--- src/ustc_pkg.sv ---
// Shared constants and the month offset table for the seconds-to-calendar pipeline.
package ustc_pkg;

  // Number of register stages from the input port to the output registers.
  localparam int unsigned STAGES = 8;

  // Julian day number of 1970-01-01, and the offset of the integer date method.
  localparam int unsigned EPOCH_JDN  = 2440588;
  localparam int unsigned JDN_OFFSET = 32044;
  localparam int unsigned DAY_BASE   = EPOCH_JDN + JDN_OFFSET;
  localparam int unsigned DAYS_WEEK  = 7;
  localparam int unsigned WEEK_BIAS  = EPOCH_JDN % DAYS_WEEK;

  // 86400 seconds per day is 675 shifted left by 7.
  localparam int unsigned DAY_LO_BITS = 7;
  localparam int unsigned DAY_DIV     = 675;

  localparam int unsigned DAYS_400Y  = 146097;
  localparam int unsigned DAYS_4Y    = 1461;
  localparam int unsigned MQ_DIV     = 153;
  localparam int unsigned SECS_HOUR  = 3600;
  localparam int unsigned SECS_MIN   = 60;
  localparam int unsigned CENT_YEARS = 100;
  localparam int unsigned YEAR_BIAS  = 4800;
  localparam int unsigned MONTH_WRAP = 10;
  localparam int unsigned MONTH_BACK = 9;
  localparam int unsigned MONTH_FWD  = 3;

  // Reciprocal shifts: numerator width plus the divisor's bit length, which
  // makes the rounded-up reciprocal exact over the whole numerator range.
  localparam int unsigned DAY_SHIFT  = 35;
  localparam int unsigned CENT_SHIFT = 42;
  localparam int unsigned QUAD_SHIFT = 29;
  localparam int unsigned MQ_SHIFT   = 19;
  localparam int unsigned HOUR_SHIFT = 29;
  localparam int unsigned MIN_SHIFT  = 18;
  localparam int unsigned WEEK_SHIFT = 19;

  localparam longint unsigned DAY_RCP  =
    ((longint'(1) << DAY_SHIFT) + DAY_DIV - 1) / DAY_DIV;
  localparam longint unsigned CENT_RCP =
    ((longint'(1) << CENT_SHIFT) + DAYS_400Y - 1) / DAYS_400Y;
  localparam longint unsigned QUAD_RCP =
    ((longint'(1) << QUAD_SHIFT) + DAYS_4Y - 1) / DAYS_4Y;
  localparam longint unsigned MQ_RCP   =
    ((longint'(1) << MQ_SHIFT) + MQ_DIV - 1) / MQ_DIV;
  localparam longint unsigned HOUR_RCP =
    ((longint'(1) << HOUR_SHIFT) + SECS_HOUR - 1) / SECS_HOUR;
  localparam longint unsigned MIN_RCP  =
    ((longint'(1) << MIN_SHIFT) + SECS_MIN - 1) / SECS_MIN;
  localparam longint unsigned WEEK_RCP =
    ((longint'(1) << WEEK_SHIFT) + DAYS_WEEK - 1) / DAYS_WEEK;

  // Day of the March-based year on which each month starts: (153*m+2)/5.
  function automatic logic [8:0] month_start(input logic [3:0] mq);
    logic [8:0] res;
    unique case (mq)
      4'd0:    res = 9'd0;
      4'd1:    res = 9'd31;
      4'd2:    res = 9'd61;
      4'd3:    res = 9'd92;
      4'd4:    res = 9'd122;
      4'd5:    res = 9'd153;
      4'd6:    res = 9'd184;
      4'd7:    res = 9'd214;
      4'd8:    res = 9'd245;
      4'd9:    res = 9'd275;
      4'd10:   res = 9'd306;
      4'd11:   res = 9'd337;
      default: res = 9'd0;
    endcase
    return res;
  endfunction

endpackage

--- src/unix_seconds_to_calendar_top.sv ---
// Pipelined conversion of Unix seconds to Gregorian date, time of day and weekday.
//
//   Channel  Direction  Handshake                    Payload
//   in_      request    in_valid / in_stall          in_epoch_seconds[31:0]
//   out_     result     out_valid / out_stall        out_year[11:0], out_month[3:0],
//                                                    out_day_of_month[4:0], out_hours[4:0],
//                                                    out_minutes[5:0], out_seconds_out[5:0],
//                                                    out_weekday[2:0]
//
// One request is taken every cycle while in_stall is low. Each request passes through
// eight register stages; the first seven divide by constant reciprocals or multiply
// back and subtract, and the eighth forms the month, day and year into the output registers.
// Reset clears only the stage valid bits; data registers are not reset.
// A stall holds only the stages that are full behind it: empty stages keep filling,
// so bubbles close up and in_stall rises only when every stage holds a request.
module unix_seconds_to_calendar_top (
  input  logic        clk,
  input  logic        rst_n,
  input  logic        in_valid,
  output logic        in_stall,
  input  logic [31:0] in_epoch_seconds,
  output logic        out_valid,
  input  logic        out_stall,
  output logic [11:0] out_year,
  output logic [3:0]  out_month,
  output logic [4:0]  out_day_of_month,
  output logic [4:0]  out_hours,
  output logic [5:0]  out_minutes,
  output logic [5:0]  out_seconds_out,
  output logic [2:0]  out_weekday
);
  import ustc_pkg::*;

  // Stage valid bits and per-stage advance enables. A stage loads when it is
  // empty or when the stage after it is loading this cycle.
  logic [STAGES:1] vld_r, vld_nxt;
  logic [STAGES:1] adv;

  always_comb begin
    adv[STAGES] = !vld_r[STAGES] || !out_stall;
    for (int k = STAGES - 1; k >= 1; k--) begin
      adv[k] = !vld_r[k] || adv[k+1];
    end
    vld_nxt = vld_r;
    if (adv[1]) begin
      vld_nxt[1] = in_valid;
    end
    for (int k = 2; k <= STAGES; k++) begin
      if (adv[k]) begin
        vld_nxt[k] = vld_r[k-1];
      end
    end
  end

  always_ff @(posedge clk) begin
    if (!rst_n) begin
      vld_r <= '0;
    end else begin
      vld_r <= vld_nxt;
    end
  end

  assign in_stall  = !adv[1];
  assign out_valid = vld_r[STAGES];

  // Stage 1: whole days. The low seven bits of the seconds count pass through,
  // and the upper bits are divided by 675 with an exact reciprocal.
  logic [50:0] day_prod;
  logic [15:0] s1_days_nxt, s1_days_r;
  logic [24:0] s1_x_r;
  logic [6:0]  s1_lo_r;

  assign day_prod    = in_epoch_seconds[31:DAY_LO_BITS] * 51'(DAY_RCP);
  assign s1_days_nxt = day_prod[DAY_SHIFT+15:DAY_SHIFT];

  always_ff @(posedge clk) begin
    if (adv[1]) begin
      s1_days_r <= s1_days_nxt;
      s1_x_r    <= in_epoch_seconds[31:DAY_LO_BITS];
      s1_lo_r   <= in_epoch_seconds[DAY_LO_BITS-1:0];
    end
  end

  // Stage 2: seconds of the day, the shifted day number for the date method,
  // and the day count offset so that its remainder by seven is the weekday.
  // The half-day rounding of the Julian day reduces exactly to days + EPOCH_JDN.
  logic [24:0] day_back, day_rem;
  logic [16:0] s2_tod_nxt, s2_tod_r;
  logic [21:0] s2_n0_nxt, s2_n0_r;
  logic [15:0] s2_wx_nxt, s2_wx_r;

  assign day_back   = s1_days_r * 25'(DAY_DIV);
  assign day_rem    = s1_x_r - day_back;
  assign s2_tod_nxt = {day_rem[9:0], s1_lo_r};
  assign s2_n0_nxt  = 22'(s1_days_r) + 22'(DAY_BASE);
  assign s2_wx_nxt  = s1_days_r + 16'(WEEK_BIAS);

  always_ff @(posedge clk) begin
    if (adv[2]) begin
      s2_tod_r <= s2_tod_nxt;
      s2_n0_r  <= s2_n0_nxt;
      s2_wx_r  <= s2_wx_nxt;
    end
  end

  // Stage 3: quotients for 400-year cycles, hours and weeks.
  logic [49:0] cent_prod;
  logic [34:0] hr_prod;
  logic [32:0] wk_prod;
  logic [7:0]  s3_cent_nxt, s3_cent_r;
  logic [4:0]  s3_hr_nxt, s3_hr_r;
  logic [13:0] s3_wq_nxt, s3_wq_r;
  logic [21:0] s3_n0_r;
  logic [16:0] s3_tod_r;
  logic [15:0] s3_wx_r;

  assign cent_prod   = {s2_n0_r, 2'b11} * 50'(CENT_RCP);
  assign s3_cent_nxt = cent_prod[CENT_SHIFT+7:CENT_SHIFT];
  assign hr_prod     = s2_tod_r * 35'(HOUR_RCP);
  assign s3_hr_nxt   = hr_prod[HOUR_SHIFT+4:HOUR_SHIFT];
  assign wk_prod     = s2_wx_r * 33'(WEEK_RCP);
  assign s3_wq_nxt   = wk_prod[WEEK_SHIFT+13:WEEK_SHIFT];

  always_ff @(posedge clk) begin
    if (adv[3]) begin
      s3_cent_r <= s3_cent_nxt;
      s3_hr_r   <= s3_hr_nxt;
      s3_wq_r   <= s3_wq_nxt;
      s3_n0_r   <= s2_n0_r;
      s3_tod_r  <= s2_tod_r;
      s3_wx_r   <= s2_wx_r;
    end
  end

  // Stage 4: remove whole 400-year cycles, whole hours and whole weeks.
  logic [25:0] cent_back;
  logic [21:0] n1_full;
  logic [16:0] hr_back, rs_full;
  logic [15:0] wk_back, wd_full;
  logic [15:0] s4_n1_nxt, s4_n1_r;
  logic [11:0] s4_rs_nxt, s4_rs_r;
  logic [2:0]  s4_wday_nxt, s4_wday_r;
  logic [7:0]  s4_cent_r;
  logic [4:0]  s4_hr_r;

  assign cent_back   = s3_cent_r * 26'(DAYS_400Y);
  assign n1_full     = s3_n0_r - cent_back[23:2];
  assign s4_n1_nxt   = n1_full[15:0];
  assign hr_back     = s3_hr_r * 17'(SECS_HOUR);
  assign rs_full     = s3_tod_r - hr_back;
  assign s4_rs_nxt   = rs_full[11:0];
  assign wk_back     = s3_wq_r * 16'(DAYS_WEEK);
  assign wd_full     = s3_wx_r - wk_back;
  assign s4_wday_nxt = wd_full[2:0];

  always_ff @(posedge clk) begin
    if (adv[4]) begin
      s4_n1_r   <= s4_n1_nxt;
      s4_rs_r   <= s4_rs_nxt;
      s4_wday_r <= s4_wday_nxt;
      s4_cent_r <= s3_cent_r;
      s4_hr_r   <= s3_hr_r;
    end
  end

  // Stage 5: quotients for 4-year cycles and minutes.
  logic [36:0] quad_prod;
  logic [24:0] min_prod;
  logic [7:0]  s5_quad_nxt, s5_quad_r;
  logic [5:0]  s5_min_nxt, s5_min_r;
  logic [15:0] s5_n1_r;
  logic [11:0] s5_rs_r;
  logic [7:0]  s5_cent_r;
  logic [4:0]  s5_hr_r;
  logic [2:0]  s5_wday_r;

  assign quad_prod   = {s4_n1_r, 2'b11} * 37'(QUAD_RCP);
  assign s5_quad_nxt = quad_prod[QUAD_SHIFT+7:QUAD_SHIFT];
  assign min_prod    = s4_rs_r * 25'(MIN_RCP);
  assign s5_min_nxt  = min_prod[MIN_SHIFT+5:MIN_SHIFT];

  always_ff @(posedge clk) begin
    if (adv[5]) begin
      s5_quad_r <= s5_quad_nxt;
      s5_min_r  <= s5_min_nxt;
      s5_n1_r   <= s4_n1_r;
      s5_rs_r   <= s4_rs_r;
      s5_cent_r <= s4_cent_r;
      s5_hr_r   <= s4_hr_r;
      s5_wday_r <= s4_wday_r;
    end
  end

  // Stage 6: day within the March-based year, the year before the January and
  // February correction, and the seconds of the minute.
  logic [17:0] quad_back;
  logic [15:0] n2_full;
  logic [11:0] min_back, sec_full;
  logic [8:0]  s6_n2_nxt, s6_n2_r;
  logic [13:0] s6_ybase_nxt, s6_ybase_r;
  logic [5:0]  s6_sec_nxt, s6_sec_r;
  logic [4:0]  s6_hr_r;
  logic [5:0]  s6_min_r;
  logic [2:0]  s6_wday_r;

  assign quad_back    = s5_quad_r * 18'(DAYS_4Y);
  assign n2_full      = s5_n1_r - quad_back[17:2];
  assign s6_n2_nxt    = n2_full[8:0];
  assign s6_ybase_nxt = s5_cent_r * 14'(CENT_YEARS) + 14'(s5_quad_r) - 14'(YEAR_BIAS);
  assign min_back     = s5_min_r * 12'(SECS_MIN);
  assign sec_full     = s5_rs_r - min_back;
  assign s6_sec_nxt   = sec_full[5:0];

  always_ff @(posedge clk) begin
    if (adv[6]) begin
      s6_n2_r    <= s6_n2_nxt;
      s6_ybase_r <= s6_ybase_nxt;
      s6_sec_r   <= s6_sec_nxt;
      s6_hr_r    <= s5_hr_r;
      s6_min_r   <= s5_min_r;
      s6_wday_r  <= s5_wday_r;
    end
  end

  // Stage 7: month of the March-based year, (5n+2)/153.
  logic [10:0] mq_num;
  logic [22:0] mq_prod;
  logic [3:0]  s7_mq_nxt, s7_mq_r;
  logic [8:0]  s7_n2_r;
  logic [13:0] s7_ybase_r;
  logic [4:0]  s7_hr_r;
  logic [5:0]  s7_min_r, s7_sec_r;
  logic [2:0]  s7_wday_r;

  assign mq_num    = s6_n2_r * 11'd5 + 11'd2;
  assign mq_prod   = mq_num * 23'(MQ_RCP);
  assign s7_mq_nxt = mq_prod[MQ_SHIFT+3:MQ_SHIFT];

  always_ff @(posedge clk) begin
    if (adv[7]) begin
      s7_mq_r    <= s7_mq_nxt;
      s7_n2_r    <= s6_n2_r;
      s7_ybase_r <= s6_ybase_r;
      s7_hr_r    <= s6_hr_r;
      s7_min_r   <= s6_min_r;
      s7_sec_r   <= s6_sec_r;
      s7_wday_r  <= s6_wday_r;
    end
  end

  // Stage 8: output registers. Month indexes ten and eleven are January and
  // February of the following calendar year.
  logic        mq_late;
  logic [8:0]  mday_full;
  logic [13:0] year_full;
  logic [11:0] out_year_nxt, out_year_r;
  logic [3:0]  out_month_nxt, out_month_r;
  logic [4:0]  out_mday_nxt, out_mday_r;
  logic [4:0]  out_hours_r;
  logic [5:0]  out_minutes_r, out_seconds_r;
  logic [2:0]  out_weekday_r;

  assign mq_late       = s7_mq_r >= 4'(MONTH_WRAP);
  assign out_month_nxt = mq_late ? s7_mq_r - 4'(MONTH_BACK) : s7_mq_r + 4'(MONTH_FWD);
  assign mday_full     = s7_n2_r - month_start(s7_mq_r) + 9'd1;
  assign out_mday_nxt  = mday_full[4:0];
  assign year_full     = s7_ybase_r + 14'(mq_late);
  assign out_year_nxt  = year_full[11:0];

  always_ff @(posedge clk) begin
    if (adv[8]) begin
      out_year_r    <= out_year_nxt;
      out_month_r   <= out_month_nxt;
      out_mday_r    <= out_mday_nxt;
      out_hours_r   <= s7_hr_r;
      out_minutes_r <= s7_min_r;
      out_seconds_r <= s7_sec_r;
      out_weekday_r <= s7_wday_r;
    end
  end

  assign out_year         = out_year_r;
  assign out_month        = out_month_r;
  assign out_day_of_month = out_mday_r;
  assign out_hours        = out_hours_r;
  assign out_minutes      = out_minutes_r;
  assign out_seconds_out  = out_seconds_r;
  assign out_weekday      = out_weekday_r;

endmodule
--- config.mk ---
export PLATFORM = sky130hd
export DESIGN_NAME = unix_seconds_to_calendar_top
export DESIGN_NICKNAME = d
export VERILOG_FILES = /design/src/ustc_pkg.sv /design/src/unix_seconds_to_calendar_top.sv
export SDC_FILE = /design/constraint.sdc
export NUM_CORES = 2
export LEC_CHECK = 0
export BUFFER_PORTS_ARGS = -buffer_cell sky130_fd_sc_hd__buf_2
export CORE_MARGIN = 3
export CORE_UTILIZATION = 50
export DETAILED_ROUTE_END_ITERATION = 7
export PLACE_DENSITY = 0.64
export SLEW_MARGIN = 30
export SYNTH_ARGS = -nofsm -noshare
export SYNTH_HDL_FRONTEND = slang
export SYNTH_SLANG_ARGS = --single-unit
--- constraint.sdc ---
create_clock -name clk -period 14.1 [get_ports clk]
set_clock_uncertainty 0.2 [all_clocks]
set_input_delay 1.41 -clock clk [delete_from_list [all_inputs] [get_ports clk]]
set_output_delay 1.41 -clock clk [all_outputs]
set_load 0.1 [all_outputs]
# Word level (Yosys, flattened, before mapping)
# Memory sizes are Yosys's and may differ from the RTL's. A register that Yosys moved wholly into a read port is not among the register bits.
# Cells that the tools add are included.
# word_totals
regBits	363
romBits	144
inputBits	36
out_inout_bits	43
wordCells	105
mem_count	1
# memory_table
memory	words	word_bits	read_ports	rd_clocked_by_memory_dff	wr	line	text
(name not given)	16	9	1	1	0	ustc_pkg.sv:57	unique case (mq)
# classes
addsub	16
multipliers	15
magnitude_cmp	1
n_mux	2
reduce_logical	18
# op_table
op	n
multiplier 25 x 26 -> 51 bit (second input constant)	1
multiplier 24 x 24 -> 48 bit (second input constant)	1
multiplier 18 x 19 -> 37 bit (second input constant)	1
multiplier 17 x 18 -> 34 bit (second input constant)	1
multiplier 16 x 17 -> 33 bit (second input constant)	1
multiplier 11 x 12 -> 23 bit (second input constant)	1
multiplier 12 x 12 -> 23 bit (second input constant)	1
adder 16 x 22 -> 22 bit (second input constant)	1
multiplier 7 x 18 -> 18 bit (second input constant)	1
adder 16 x 2 -> 16 bit (second input constant)	1
multiplier 16 x 10 -> 10 bit (second input constant)	1
subtractor 16 bit	1
multiplier 14 x 3 -> 3 bit (second input constant)	1
adder 12 x 1 -> 12 bit	1
adder 12 x 8 -> 12 bit	1
subtractor 12 x 10 -> 12 bit (second input constant)	1
subtractor 12 bit	1
adder 11 x 2 -> 11 bit (second input constant)	1
multiplier 8 x 11 -> 11 bit (second input constant)	1
multiplier 9 x 3 -> 11 bit (second input constant)	1
logical NOT 1 bit	10
multiplier 7 x 5 -> 10 bit (second input constant)	1
subtractor 10 bit	1
subtractor 9 bit	1
11 further kinds	19

# Longest topological paths before layout
# depth
word_depth	10
depth_mapped	33
depth_no_buf	33

# Least setup slack after synthesis
# OpenSTA, ideal clock, no wires.
# synth_path
path_kind	input to register
from	input port in_epoch_seconds[17]
to	register s1_days_r[11], data pin
setup_time_ns	0.180
t_arrival_ns	6.993
t_required_ns	13.720
setup_slack_ns	6.727
cell_stages	21
path_buffers	0
cell_sequence	fa_1 ha_1 inv_1 fa_1 inv_1 fa_1 inv_1 fa_1 inv_1 fa_1 fa_1 ha_1 a21o_1 a21o_1 a2111o_1 a211oi_2 nor3_2 o21ai_4 o221ai_2 a2111o_1 o311ai_1
# synth_between
elab_chain_len	1
# synth_rtl
item	line	text
start, declared	unix_seconds_to_calendar_top.sv:21	input logic [31:0] in_epoch_seconds,
multiplier 25 x 26 -> 51 bit	unix_seconds_to_calendar_top.sv:73	assign day_prod = in_epoch_seconds[31:DAY_LO_BITS] * 51'(DAY_RCP);
via day_prod[46]	unix_seconds_to_calendar_top.sv:68	logic [50:0] day_prod;
end signal, assigned	unix_seconds_to_calendar_top.sv:78	s1_days_r <= s1_days_nxt;
end, declared	unix_seconds_to_calendar_top.sv:69	logic [15:0] s1_days_nxt, s1_days_r;
# The timed path passes the listed nets, and every way through them passes these cells.
# A chain may end at the register's enable or synchronous reset.

==> results.py <==
metrics = {
    "run_status": {
        "status": "complete, no violations",
    },
    "cts": {
        "cts.path.max_buffers": 3,
        "clk_latency_ps": 570,
        "post_cts_resized": 0,
        "cts-root-buf": "clkbuf_16",
        "cts_tree": "done",
        "path_clk_slew_ps": 60,
        "htreeDepth": 2,
        "cts_setup_buffers": 0,
        "cts_buffers": 41,
        "cts_hold_buf": 0,
        "cts_num_sinks": 353,
    },
    "timing": {
        "hold_violations": 0,
        "setup_viol": 0,
        "fin_crit_ps": 7900,
        "setup_tns_ps": 0,
        "whs_ps": 212,
        "min_period_over_period_pct": 56.1,
        "tightest_slew_ps": 906,
        "grt_setup_unrepaired": "no",
        "fmax_ghz": 0.127,
        "maxSlewViolCount": 0,
        "slew_headroom_pct": 39.4,
    },
    "logic_synthesis": {
        "yosysWarnings": 0,
        "ys_seq_area_share_pct": 21.4,
        "ys_types": 71,
        "async_flop_share_pct": 0,
        "synthCells": 4267,
        "yosys.area_share.simple_pct": 3.41,
        "ys_ff_latch": 353,
        "synth_top_cell_by_area": "ha_1",
        "syn_avg_cell_area_um2": 11.5,
        "ys.flop_type": "edfxtp_1",
        "synth_fp_nets": 6154,
        "synth_top_area_share_pct": 30.2,
        "synth_area_um2": 49000,
        "synth-edff-count": 340,
        "synth-compound-area-share_pct": 5.14,
        "yosysMostFrequentCell": "ha_1",
        "muxShareOfSynthArea_pct": 0.0638,
        "synthAdderAreaFrac_pct": 57.5,
        "synth_xor_area_share_pct": 3.75,
        "synth_area_leaders": "ha_1, fa_1, edfxtp_1",
        "synthTopCellsByCount": "ha_1, inv_1, fa_1, edfxtp_1, xnor2_1",
        "synth_top_family_by_area": "adder cells",
    },
    "global_route": {
        "grt_first_pass_wirelength_mm": 163,
        "grt_max_degree": 52,
        "grt-ovfl-total": 0,
        "antenna_found_initial": 0,
        "grt_usage_pct": 19.9,
        "grt_pass1_vias": 31300,
    },
    "die": {
        "die_area_um2": 102000,
        "die_w_um": 319,
        "ios": 79,
        "die_h_um": 319,
        "num_rows": 114,
        "core-area_um2": 97000,
        "initial_core_util_pct": 50.5,
    },
    "finish": {
        "syn_to_final_growth_pct": 7.02,
        "antennaDiodeCount": 0,
        "finalNetCount": 6270,
        "drive_gt1_share_pct": 4.19,
        "fillers": 8417,
    },
    "detailed_routing": {
        "wl_mm": 95.5,
        "drtIter0Drc": 949,
        "final_antenna_net_count": 0,
        "vias_per_cell": 5.03,
        "vias": 28600,
        "drtPass1Iterations": 5,
        "drc": 0,
        "routedWlPerCell_um": 16.8,
    },
    "critical_path": {
        "worst-setup-path-type": "reg -> reg",
        "arrival_ps": 8150,
        "critical-path-max-stage-delay_ps": 540,
        "critPathBufInv": 5,
        "endpoint_kind": "register",
        "critPathMaxFanout": 6,
        "cp_top_family": "adder cells",
        "cp.required_ps": 14340,
        "cp_slowest_cell": "fa_1",
        "crit_top_cell": "ha_1",
        "worst_setup_path_start_kind": "register",
    },
    "job": {
        "max_cap_viol_count": 0,
    },
    "placement": {
        "port_buffers": 78,
        "gp_congestion": 0.901,
        "post-dp-hpwl_mm": 82.9,
    },
    "worst_hold_path": {
        "hp-class": "reg -> reg",
    },
}
## worst paths after layout
path                        to  depth (start not counted)    startpoint  slack, ps
setup / recovery      register                         32    s6_n2_r[1]       6200
hold / removal    s5_cent_r[5]                          0  s4_cent_r[5]        210
setup reg to reg      register                         32    s6_n2_r[1]       6200
hold reg to reg   s5_cent_r[5]                          0  s4_cent_r[5]        210
## cells by family (layout without fill, tap and decap cells)
logic type	Yosys count	count (layout)
adder cells (fa/ha/maj)	1851	1851
buffers and inverters	1148	1297
AO/OA/AOI/OAI	374	374
flip-flops	353	353
AND/OR/NAND/NOR	328	328
XOR/XNOR	210	210
multiplexers	3	3
## cell type report
| cell class | count | area, µm² | area share [%] |
|---|---|---|---|
| multi-input combinational | 2766 | 34200 | 65.3 |
| sequential | 353 | 10500 | 20.0 |
| inverter | 1138 | 4280 | 8.15 |
| tap | 1276 | 1600 | 3.04 |
| clock buffer | 49 | 1090 | 2.07 |
| timing repair buffer | 83 | 428 | 0.816 |
| clock inverter | 27 | 347 | 0.661 |
## placed cells by master (no fill, tap or decap), types with 13 or more instances in the layout
cell,instances
ha_1,1184
inv_1,1134
fa_1,667
edfxtp_1,340
xnor2_1,152
a21oi_1,113
buf_2,78
nand2_1,66
nor2_1,66
a21o_1,60
xor2_1,58
o21ai_0,58
clkbuf_16,42
nand3_1,33
nor3_1,31
o21a_1,25
nor2b_1,24
nand4_1,21
o21bai_1,21
and3_1,19
nand2b_1,19
or2_2,14
a211oi_1,13
dfxtp_1,13
## registers in the layout, indices dropped and copies added (netlist names), 8 cells and up, named ones only
signal and flops:
s3_n0_r 16, s4_rs_r 12, out_year 12, s6_n2_r 9
s3_tod_r 12, s2_tod_r 17, s1_days_r 16, s1_x_r 10
s5_quad_r 8, s2_n0_r 18, s6_ybase_r 12, s2_wx_r 16
s4_n1_r 16, s7_ybase_r 12, s5_n1_r 9, vld_r 8
## metal layers
layer	part of all wire, %	wire, µm	GRT usage, %	up-vias
met5	0	0	0	-
met4	2.0	1930	4.18	0
met3	3.0	2820	1.93	103
met2	48	46200	34.2	396
met1	47	44600	27.5	14000
li1	-	-	-	14200
## metrics by stage
step                      std cells  area, µm²  util, %  worst slack, ps
after detailed placement       5616      51000     52.6             6070
after floorplan                4267      49000        -             6730
after CTS                      5692      52400     54.1             6110
after global routing           5692      52400     54.1             5450
final                          5692      52400     54.1             6200
after global placement         5616      51000     52.6             6150
Power is left out: the tool's default activity adds up to more than one toggle a clock period on the data nets, which glitch-free logic cannot reach.
